**src/rtl/tmt_pkg.sv**
```systemverilog
`default_nettype none
// ----------------------------------------------------------------------------
// Train motion tick package
// Shared constants, codes and the sequencer state type.
// ----------------------------------------------------------------------------
package tmt_pkg;

    localparam int STATIONS_DEF = 16;

    localparam int SPEED_W   = 16;
    localparam int POS_W     = 32;
    localparam int TSQ_W     = 11;
    localparam int PW_W      = 20;
    localparam int CNTCFG_W  = 5;
    localparam int ID_W      = 5;
    localparam int PCT_W     = 7;
    localparam int PROD_W    = SPEED_W + TSQ_W;
    localparam int STEP_W    = PROD_W - 8;
    localparam int NUM_W     = 23;
    localparam int CFG_A_W   = 3;
    localparam int CFG_D_W   = 20;

    localparam int FULL_PERCENT = 100;
    localparam int WINDOW_TICKS = 3;

    localparam logic [1:0] MODE_TRACTION = 2'd0;
    localparam logic [1:0] MODE_COAST    = 2'd1;
    localparam logic [1:0] MODE_BRAKE    = 2'd2;

    localparam logic OP_TICK = 1'b0;
    localparam logic OP_LOAD = 1'b1;

    localparam logic [CFG_A_W-1:0] REG_SPEED_BAND   = 3'd0;
    localparam logic [CFG_A_W-1:0] REG_BRAKE_LIMIT  = 3'd1;
    localparam logic [CFG_A_W-1:0] REG_ACCEL_LIMIT  = 3'd2;
    localparam logic [CFG_A_W-1:0] REG_COAST_DECEL  = 3'd3;
    localparam logic [CFG_A_W-1:0] REG_TICK_Q8      = 3'd4;
    localparam logic [CFG_A_W-1:0] REG_STOP_DELAY   = 3'd5;
    localparam logic [CFG_A_W-1:0] REG_PARK_WINDOW  = 3'd6;
    localparam logic [CFG_A_W-1:0] REG_STATION_CNT  = 3'd7;

    typedef enum logic [10:0] {
        S_IDLE  = 11'b000_0000_0001,
        S_RD    = 11'b000_0000_0010,
        S_CMP   = 11'b000_0000_0100,
        S_UPD   = 11'b000_0000_1000,
        S_CTRL  = 11'b000_0001_0000,
        S_MULA  = 11'b000_0010_0000,
        S_DIV   = 11'b000_0100_0000,
        S_SPD   = 11'b000_1000_0000,
        S_MULB  = 11'b001_0000_0000,
        S_INTEG = 11'b010_0000_0000,
        S_OUT   = 11'b100_0000_0000
    } t_state;

endpackage
`default_nettype wire

```
**src/rtl/tmt_effort_div.sv**
```systemverilog
`default_nettype none
// ----------------------------------------------------------------------------
// Effort divider
// Restoring divider, one quotient bit per cycle, for a quotient of 0 to 127.
// ----------------------------------------------------------------------------
module tmt_effort_div (
    input  wire logic                        i_clk,
    input  wire logic                        i_rst_n,
    input  wire logic                        i_start,
    input  wire logic [tmt_pkg::NUM_W-1:0]   i_dividend,
    input  wire logic [tmt_pkg::SPEED_W-1:0] i_divisor,
    output logic                             o_done,
    output logic [tmt_pkg::PCT_W-1:0]        o_quotient
);
    import tmt_pkg::*;

    logic [NUM_W-1:0] r_rem, r_dsh;
    logic [PCT_W-1:0] r_q;
    logic [2:0]       r_cnt;
    logic             r_busy, r_done;
    logic             w_ge;

    assign w_ge = (r_rem >= r_dsh);

    always_ff @(posedge i_clk) begin
        if (!i_rst_n) begin
            r_busy <= 1'b0;
            r_done <= 1'b0;
        end else if (i_start) begin
            r_busy <= 1'b1;
            r_done <= 1'b0;
            r_rem  <= i_dividend;
            r_dsh  <= NUM_W'(i_divisor) << (PCT_W - 1);
            r_q    <= '0;
            r_cnt  <= 3'(PCT_W - 1);
        end else if (r_busy) begin
            if (w_ge) begin
                r_rem <= r_rem - r_dsh;
            end
            r_q   <= {r_q[PCT_W-2:0], w_ge};
            r_dsh <= r_dsh >> 1;
            r_cnt <= r_cnt - 3'd1;
            if (r_cnt == 3'd0) begin
                r_busy <= 1'b0;
                r_done <= 1'b1;
            end
        end else begin
            r_done <= 1'b0;
        end
    end

    assign o_done     = r_done;
    assign o_quotient = r_q;

endmodule
`default_nettype wire

```
**src/rtl/train_motion_tick.sv**
```systemverilog
`default_nettype none
// ----------------------------------------------------------------------------
// Train motion tick
// Advances one simulated train by one tick per item, or loads a station entry.
// ----------------------------------------------------------------------------
// The slave stream carries items: tuser selects a tick (0) or a station load (1).
// Each item gives exactly one result item on the master stream, holding the
// train state after the item. Configuration registers are written through a
// plain write port (enable, index, data). The user must write them only while
// the block is idle; the block itself does not enforce it. A load item shows
// its result in the cycle right after acceptance. A tick passes through the
// states CTRL, MULA, SPD, MULB and INTEG before its result shows, with DIV
// after MULA while the effort divider runs when it brakes or drives with a
// nonzero limit. An open update window puts the table scan (RD and CMP for
// each entry visited) and then UPD before CTRL.
// The scan reads one table entry at a time from the station memory, and one
// multiplier serves both the speed step and the distance step. The sequencer
// takes the next item at the earliest in the cycle after the result has been
// taken, and takes no new item before the result of the last is taken. When
// the receiver stalls, the result holds steady and tready stays low. After
// reset the train stands at position zero, coasting, with no station known;
// the station table holds nothing until it is loaded.
// ----------------------------------------------------------------------------
module train_motion_tick #(
    parameter int STATIONS = tmt_pkg::STATIONS_DEF
) (
    input  wire logic        i_clk,
    input  wire logic        i_rst_n,
    input  wire logic        i_s_axis_tvalid,
    output logic             o_s_axis_tready,
    // speed_goal[15:0], entry_index[19:16], entry_distance[51:20], zero pad
    input  wire logic [55:0] i_s_axis_tdata,
    // operation[0]
    input  wire logic        i_s_axis_tuser,
    output logic             o_m_axis_tvalid,
    input  wire logic        i_m_axis_tready,
    // speed_now[15:0], position_now[47:16], heading[48], drive_mode[50:49],
    // drive_percent[57:51], station_here[62:58], station_next[67:63],
    // plan_updated[68], zero pad
    output logic [71:0]      o_m_axis_tdata,
    input  wire logic                          i_cfg_we,
    input  wire logic [tmt_pkg::CFG_A_W-1:0]   i_cfg_addr,
    input  wire logic [tmt_pkg::CFG_D_W-1:0]   i_cfg_wdata
);
    import tmt_pkg::*;

    localparam int AW = (STATIONS > 1) ? $clog2(STATIONS) : 1;
    localparam int CW = $clog2(STATIONS + 1);

    // Configuration registers.
    logic [SPEED_W-1:0]  r_band, r_brake, r_accel, r_coast, r_delay;
    logic [TSQ_W-1:0]    r_tsq;
    logic [PW_W-1:0]     r_pw;
    logic [CNTCFG_W-1:0] r_scnt;

    // Train state.
    logic [SPEED_W-1:0] r_speed;
    logic [POS_W-1:0]   r_pos;
    logic               r_heading, r_flag;
    logic [1:0]         r_mode;
    logic [PCT_W-1:0]   r_percent;
    logic [SPEED_W-1:0] r_stopped;
    logic [CW-1:0]      r_here, r_next;

    // Working registers.
    t_state             r_state;
    logic [SPEED_W-1:0] r_target, r_acc, r_lim, r_opa;
    logic [PROD_W-1:0]  r_prod;
    logic [CW-1:0]      r_idx, r_midx;
    logic [POS_W-1:0]   r_rd;
    logic [POS_W-1:0]   r_table [STATIONS];

    logic               w_in_acc;
    logic [SPEED_W-1:0] w_tgt_in;
    logic [3:0]         w_slot;
    logic [POS_W-1:0]   w_dist;
    logic [CW-1:0]      w_count;
    logic [SPEED_W-1:0] w_stop_new;
    logic               w_window;
    logic [PROD_W-1:0]  w_prod;
    logic [STEP_W-1:0]  w_step;
    logic [POS_W:0]     w_diff, w_abs;
    logic               w_match;
    logic               w_gt, w_lt;
    logic [SPEED_W-1:0] w_dbrk, w_dtrc;
    logic [STEP_W:0]    w_sub;
    logic [STEP_W:0]    w_add;
    logic [SPEED_W-1:0] w_nspd;
    logic [POS_W:0]     w_pup;
    logic [POS_W:0]     w_pdn;
    logic               w_div_start, w_div_done;
    logic [PCT_W-1:0]   w_div_q;
    logic [CW:0]        w_mp1;
    logic               w_hd_a;

    assign w_in_acc = i_s_axis_tvalid & o_s_axis_tready;
    assign w_tgt_in = i_s_axis_tdata[15:0];
    assign w_slot   = i_s_axis_tdata[19:16];
    assign w_dist   = i_s_axis_tdata[51:20];

    // Active station count, clamped to the table depth.
    assign w_count = (32'(r_scnt) > STATIONS) ? CW'(STATIONS) : CW'(r_scnt);

    assign w_stop_new = (r_stopped == '1) ? r_stopped : r_stopped + 1'b1;
    assign w_window   = ({1'b0, w_stop_new} >= {1'b0, r_delay}) &&
                        ({1'b0, w_stop_new} < ({1'b0, r_delay} + 17'(WINDOW_TICKS)));

    // The one multiplier, shared by the speed step and the distance step.
    assign w_prod = PROD_W'(r_opa) * PROD_W'(r_tsq);
    assign w_step = r_prod[PROD_W-1:8];

    // Station match: |position - station| <= parking window.
    assign w_diff  = {1'b0, r_pos} - {1'b0, r_rd};
    assign w_abs   = w_diff[POS_W] ? (~w_diff + 1'b1) : w_diff;
    assign w_match = (w_abs <= (POS_W+1)'(r_pw));

    assign w_gt   = ({1'b0, r_speed} > ({1'b0, r_target} + {1'b0, r_band}));
    assign w_lt   = (({1'b0, r_speed} + {1'b0, r_band}) < {1'b0, r_target});
    assign w_dbrk = r_speed - r_target;
    assign w_dtrc = r_target - r_speed;

    assign w_sub = (STEP_W+1)'(r_speed) - (STEP_W+1)'(w_step);
    assign w_add = (STEP_W+1)'(r_speed) + (STEP_W+1)'(w_step);

    always_comb begin
        if (r_mode == MODE_TRACTION) begin
            w_nspd = (w_add > (STEP_W+1)'(16'hFFFF)) ? 16'hFFFF : w_add[SPEED_W-1:0];
        end else begin
            w_nspd = w_sub[STEP_W] ? '0 : w_sub[SPEED_W-1:0];
        end
        if ((r_target == '0) && (w_nspd < r_band)) begin
            w_nspd = '0;
        end
    end

    assign w_pup = {1'b0, r_pos} + (POS_W+1)'(w_step);
    assign w_pdn = {1'b0, r_pos} - (POS_W+1)'(w_step);

    assign w_mp1 = {1'b0, r_midx} + 1'b1;
    // Heading after the reversal at the last station, from up to down.
    assign w_hd_a = ((r_here == w_count) && !r_heading) ? 1'b1 : r_heading;

    assign w_div_start = (r_state == S_MULA) && (r_mode != MODE_COAST) && (r_lim != '0);

    tmt_effort_div u_div (
        .i_clk      (i_clk),
        .i_rst_n    (i_rst_n),
        .i_start    (w_div_start),
        .i_dividend (NUM_W'(r_acc) * NUM_W'(FULL_PERCENT)),
        .i_divisor  (r_lim),
        .o_done     (w_div_done),
        .o_quotient (w_div_q)
    );

    // Configuration writes.
    always_ff @(posedge i_clk) begin
        if (!i_rst_n) begin
            r_band  <= 16'd50;
            r_brake <= 16'd100;
            r_accel <= 16'd100;
            r_coast <= 16'd5;
            r_tsq   <= 11'd256;
            r_delay <= 16'd10;
            r_pw    <= 20'd500;
            r_scnt  <= 5'd9;
        end else if (i_cfg_we) begin
            case (i_cfg_addr)
                REG_SPEED_BAND:  r_band  <= i_cfg_wdata[SPEED_W-1:0];
                REG_BRAKE_LIMIT: r_brake <= i_cfg_wdata[SPEED_W-1:0];
                REG_ACCEL_LIMIT: r_accel <= i_cfg_wdata[SPEED_W-1:0];
                REG_COAST_DECEL: r_coast <= i_cfg_wdata[SPEED_W-1:0];
                REG_TICK_Q8:     r_tsq   <= i_cfg_wdata[TSQ_W-1:0];
                REG_STOP_DELAY:  r_delay <= i_cfg_wdata[SPEED_W-1:0];
                REG_PARK_WINDOW: r_pw    <= i_cfg_wdata[PW_W-1:0];
                REG_STATION_CNT: r_scnt  <= i_cfg_wdata[CNTCFG_W-1:0];
                default: ;
            endcase
        end
    end

    // Station memory: one write port, one registered read port.
    always_ff @(posedge i_clk) begin
        if (w_in_acc && (i_s_axis_tuser == OP_LOAD) && (32'(w_slot) < STATIONS)) begin
            r_table[AW'(w_slot)] <= w_dist;
        end
        r_rd <= r_table[r_idx[AW-1:0]];
    end

    // Sequencer.
    always_ff @(posedge i_clk) begin
        if (!i_rst_n) begin
            r_state   <= S_IDLE;
            r_speed   <= '0;
            r_pos     <= '0;
            r_heading <= 1'b0;
            r_mode    <= MODE_COAST;
            r_percent <= '0;
            r_stopped <= '0;
            r_here    <= '0;
            r_next    <= '0;
            r_flag    <= 1'b0;
            r_idx     <= '0;
        end else begin
            case (r_state)
                S_IDLE: begin
                    if (w_in_acc) begin
                        r_target <= w_tgt_in;
                        r_idx    <= '0;
                        r_midx   <= '0;
                        if (i_s_axis_tuser == OP_LOAD) begin
                            r_state <= S_OUT;
                        end else if (r_speed == '0) begin
                            r_stopped <= w_stop_new;
                            r_state   <= w_window ? S_RD : S_CTRL;
                        end else begin
                            r_stopped <= '0;
                            r_flag    <= 1'b0;
                            r_state   <= S_CTRL;
                        end
                    end
                end
                S_RD: begin
                    // The memory read of entry r_idx lands in r_rd this edge.
                    r_state <= (r_idx < w_count) ? S_CMP : S_UPD;
                end
                S_CMP: begin
                    if (w_match) begin
                        r_here  <= r_idx + 1'b1;
                        r_midx  <= r_idx;
                        r_state <= S_UPD;
                    end else begin
                        r_idx   <= r_idx + 1'b1;
                        r_state <= S_RD;
                    end
                end
                S_UPD: begin
                    if (!r_heading) begin
                        r_next <= (w_mp1 < {1'b0, w_count}) ? CW'(w_mp1 + 1'b1) : CW'(w_mp1);
                    end else begin
                        r_next <= (r_midx != '0) ? r_midx : CW'(1);
                    end
                    // Reverse at the last station going up, then at the first going down.
                    r_heading <= ((r_here == CW'(1)) && w_hd_a) ? 1'b0 : w_hd_a;
                    r_flag    <= 1'b1;
                    r_state   <= S_CTRL;
                end
                S_CTRL: begin
                    if (w_gt) begin
                        r_mode <= MODE_BRAKE;
                        r_acc  <= (w_dbrk > r_brake) ? r_brake : w_dbrk;
                        r_opa  <= (w_dbrk > r_brake) ? r_brake : w_dbrk;
                        r_lim  <= r_brake;
                    end else if (w_lt) begin
                        r_mode <= MODE_TRACTION;
                        r_acc  <= (w_dtrc > r_accel) ? r_accel : w_dtrc;
                        r_opa  <= (w_dtrc > r_accel) ? r_accel : w_dtrc;
                        r_lim  <= r_accel;
                    end else begin
                        r_mode <= MODE_COAST;
                        r_opa  <= r_coast;
                        r_lim  <= '0;
                    end
                    r_state <= S_MULA;
                end
                S_MULA: begin
                    r_prod <= w_prod;
                    if (w_div_start) begin
                        r_state <= S_DIV;
                    end else begin
                        r_percent <= '0;
                        r_state   <= S_SPD;
                    end
                end
                S_DIV: begin
                    if (w_div_done) begin
                        r_percent <= w_div_q;
                        r_state   <= S_SPD;
                    end
                end
                S_SPD: begin
                    r_speed <= w_nspd;
                    r_opa   <= w_nspd;
                    r_state <= S_MULB;
                end
                S_MULB: begin
                    r_prod  <= w_prod;
                    r_state <= S_INTEG;
                end
                S_INTEG: begin
                    if (!r_heading) begin
                        r_pos <= w_pup[POS_W] ? '1 : w_pup[POS_W-1:0];
                    end else begin
                        r_pos <= w_pdn[POS_W] ? '0 : w_pdn[POS_W-1:0];
                    end
                    r_state <= S_OUT;
                end
                S_OUT: begin
                    if (i_m_axis_tready) begin
                        r_state <= S_IDLE;
                    end
                end
                default: r_state <= S_IDLE;
            endcase
        end
    end

    assign o_s_axis_tready = (r_state == S_IDLE);
    assign o_m_axis_tvalid = (r_state == S_OUT);
    assign o_m_axis_tdata  = {3'b000, r_flag, ID_W'(r_next), ID_W'(r_here), r_percent,
                              r_mode, r_heading, r_pos, r_speed};

    // The sequencer never offers a result while it takes an item.
    a_ready_valid_excl: assert property (@(posedge i_clk) disable iff (!i_rst_n)
        !(o_s_axis_tready && o_m_axis_tvalid))
        else $error("ready and result valid together");

    // Effort never exceeds full scale when a result is shown.
    a_percent_range: assert property (@(posedge i_clk) disable iff (!i_rst_n)
        o_m_axis_tvalid |-> (r_percent <= PCT_W'(FULL_PERCENT)))
        else $error("effort above full scale");

    // Coasting always reports zero effort.
    a_coast_zero: assert property (@(posedge i_clk) disable iff (!i_rst_n)
        (o_m_axis_tvalid && (r_mode == MODE_COAST)) |-> (r_percent == '0))
        else $error("effort while coasting");

    // A stalled result stays put.
    a_hold: assert property (@(posedge i_clk) disable iff (!i_rst_n)
        (o_m_axis_tvalid && !i_m_axis_tready) |=> $stable(o_m_axis_tdata))
        else $error("result changed under stall");

endmodule
`default_nettype wire

```
**config.mk**
```make
export PLATFORM = sky130hd
export DESIGN_NAME = train_motion_tick
export DESIGN_NICKNAME = d
export VERILOG_FILES = /design/src/rtl/tmt_pkg.sv /design/src/rtl/tmt_effort_div.sv /design/src/rtl/train_motion_tick.sv
export SDC_FILE = /design/constraint.sdc
export NUM_CORES = 2
export LEC_CHECK = 0
export BUFFER_PORTS_ARGS = -buffer_cell sky130_fd_sc_hd__buf_2
export CORE_ASPECT_RATIO = 0.8
export CORE_MARGIN = 3
export CORE_UTILIZATION = 25
export CTS_CLUSTER_SIZE = 40
export DETAILED_ROUTE_END_ITERATION = 7
export HOLD_SLACK_MARGIN = 0.08
export SYNTH_ARGS = -nofsm -noshare
export SYNTH_HDL_FRONTEND = slang
export SYNTH_SLANG_ARGS = --single-unit
```
**constraint.sdc**
```tcl
create_clock -name i_clk -period 10.3 [get_ports i_clk]
set_clock_uncertainty 0.15 [all_clocks]
set_input_delay 2.06 -clock i_clk [delete_from_list [all_inputs] [get_ports i_clk]]
set_output_delay 2.06 -clock i_clk [all_outputs]
set_load 0.1 [all_outputs]
```
==> impl_metrics.json <==
{
  "status": "finished clean",
  "slew_headroom_pct": 11.70,
  "fmax_mhz": 136.3,
  "hpwl_mm": 118.8,
  "seq_area_frac_synth_pct": 44.30,
  "grt_max_degree": 113,
  "seq_area_um2": 24710,
  "hold_class": "reg -> reg",
  "cts_tree": "done",
  "final_layout_size_suffix_gt1_share_pct": 11.57,
  "netlist_instances": 5146,
  "peakVddDrop_v": 0.0001422,
  "synth_edf_count": 655,
  "fill_cells": 22720,
  "fp-row-count": 154,
  "track_usage_pct": 14.15,
  "dr.pass1.iters": 6,
  "yosysTopAreaCellShare_pct": 35.29,
  "layout.nets": 5898,
  "io_pins": 159,
  "cts_sinks": 906,
  "cts_buffers": 89,
  "cts.clk_slew.worst_paths_ns": 0.07,
  "min_period_ns": 7.338,
  "vias": 40090,
  "globalplace.congestion": 0.8882,
  "p_leak_nw": 24.07,
  "grt_pass1_wl_mm": 249.8,
  "synth_top_cells_by_area": "edfxtp_1 (35%), ha_1 (10%), dfxtp_1 (9.0%), mux4_2 (6.5%), fa_1 (5.2%)",
  "syn_area_um2": 55740,
  "cts_root_buf": "clkbuf_16",
  "synthArstFlopShare_pct": 0,
  "multiInputGateArea_um2": 28510,
  "die_height_um": 428.3,
  "setup_tns_ns": 0,
  "drt_wl_total_mm": 165.6,
  "clock_latency_ns": 0.71,
  "ys_warn_count": 0,
  "cp-end-kind": "flip-flop",
  "io_buffers": 151,
  "cts_setup_buffers": 0,
  "synth_seq_cells": 906,
  "crit_type": "reg -> reg",
  "period_share_pct": 71.24,
  "start_kind": "flip-flop",
  "final_common_cell": "edfxtp_1",
  "drc_errors": 0,
  "vias_per_cell": 4.848,
  "antenna_found_initial": 30,
  "setup_viol": 0,
  "die_area_um2": 228700,
  "htreeDepth": 3,
  "synth_top_area_cell": "edfxtp_1",
  "cts_hold_buf": 0,
  "grt_pass1_vias": 39060,
  "rsz0062_at_grt": "false",
  "syn_to_final_growth_pct": 13.06,
  "crit_arrival_ns": 7.71,
  "coreArea_um2": 221000,
  "clk_path_buf_depth": 3,
  "grt_overflow": 0,
  "initial_utilization_pct": 25.22,
  "synth_flop_cell": "edfxtp_1",
  "synth.avg_cell_area_um2": 10.83,
  "crit_path_max_fanout": 13,
  "hold_viol": 0,
  "post_drt_wl_per_cell_um": 20.03,
  "postRouteAntennaNets": 0,
  "cap_viol_max_count": 0,
  "drt-initial-drc-count": 3978,
  "required_ns": 10.68,
  "synth.distinct_cells": 103,
  "tightest_slew_ns": 1.314,
  "die_w_um": 533.9,
  "finalMaxSlewViolations": 0,
  "power_density_nw_per_um2": 130.8,
  "holdWs_ns": 0.3061,
  "layout_common_cells": "edfxtp_1 (655), nand2_1 (554), inv_1 (480)",
  "ctsResizeCount": 0
}
-- cell type report --
class                      count  share of cell area (%)
clock inverter                42                  0.8200
inverter                     481                   2.873
tap                         2964                   5.885
clock buffer                 126                   3.993
sequential                   906                   39.21
multi-input combinational   3529                   45.24
antenna                        7                 0.02780
timing repair buffer         213                   1.958
-- Yosys cell counts (24+ instances only) --
library cell,number
nand2b_1,31
a31oi_1,29
fa_1,145
nor2b_1,45
and2_1,96
dfxtp_1,251
o21a_1,57
mux4_2,160
o211ai_1,42
nand4_1,39
clkbuf_1,192
nor3_1,86
nand2_1,554
a21oi_1,380
edfxtp_1,655
o21bai_1,54
a21o_1,94
a211oi_1,32
nor4_1,30
nand3_1,71
mux2i_1,59
ha_1,448
and3_1,41
xnor2_1,149
inv_1,480
nor2_1,287
o21ai_0,194
or3_1,24
xor2_1,70
-- final timing paths --
| check | start | end | slack [ns] | depth (start not counted) |
|---|---|---|---|---|
| max reg2reg | r_speed[1] | r_opa[11] | 2.96 | 24 |
| min reg2reg | r_next[0] | r_next[0] | 0.31 | 2 |
| max | r_speed[1] | r_opa[11] | 2.96 | 24 |
| min | r_next[0] | r_next[0] | 0.31 | 2 |
-- state kept, by name, indices dropped and copies added, names as in the netlist, 19 cells and up --
register     count
u_div.r_rem     23
r_pos           32
u_div.r_dsh     22
r_rd            32
r_table        512
r_pw            20
r_prod          19
-- per-stage QoR --
stage	instance area [um2]	util, %	total power, mW	setup WS, ns	std cells
CTS	63000	28.51	8.317	3.119	8261
global route	63010	28.51	8.569	2.547	8262
floorplan	55750	-	4.627	3.605	5148
detailed placement	59970	27.13	4.913	3.141	8093
finish	63020	28.51	8.240	2.962	8268
global placement	59970	27.13	4.893	3.252	8093
-- per-layer routing --
layer / GRT usage [%] / wire [um] / vias up
met5: 0 / 80 / -
met4: 3.191 / 3998 / 10
met3: 2.907 / 12460 / 213
met2: 22.41 / 75230 / 1329
met1: 19.80 / 73800 / 19870
li1: - / - / 18660
-- power breakdown --
group	switching (mW)	leakage (nW)	internal, mW
registers	0.0504	7.95	3.97
logic	0.535	14.6	0.292
clock network	1.51	1.48	1.88
-- critical path, cell delays in order (launching register included) --
cell and delay, ns:
dfxtp_1 0.80, inv_1 0.33, fa_1 0.54, o21bai_1 0.18, a21o_1 0.18, a21oi_1 0.08
o21bai_1 0.26, a21o_1 0.21, a211oi_1 0.13, o31a_1 0.32, nor3_1 0.19, a211o_1 0.21
and2_1 0.44, nand2_1 0.18, o32a_1 0.20, o221ai_1 0.60, inv_1 0.12, ha_1 0.33
nand4_1 0.11, or2_2 0.33, or4_1 0.50, o311ai_1 0.28, buf_4 0.26, inv_1 0.10
o22ai_1 0.16
-- kinds of logic after synthesis --
group	after synthesis	share of synthesized area [%]
AO/OA/AOI/OAI	1097	12.54
XOR/XNOR	221	3.520
adder cells (fa/ha/maj)	593	15.26
buffers and inverters	713	4.875
flip-flops	906	44.30
multiplexers	226	7.666
other	1	0.006728
AND/OR/NAND/NOR	1389	11.83
Power figures use the tool's default switching activity.
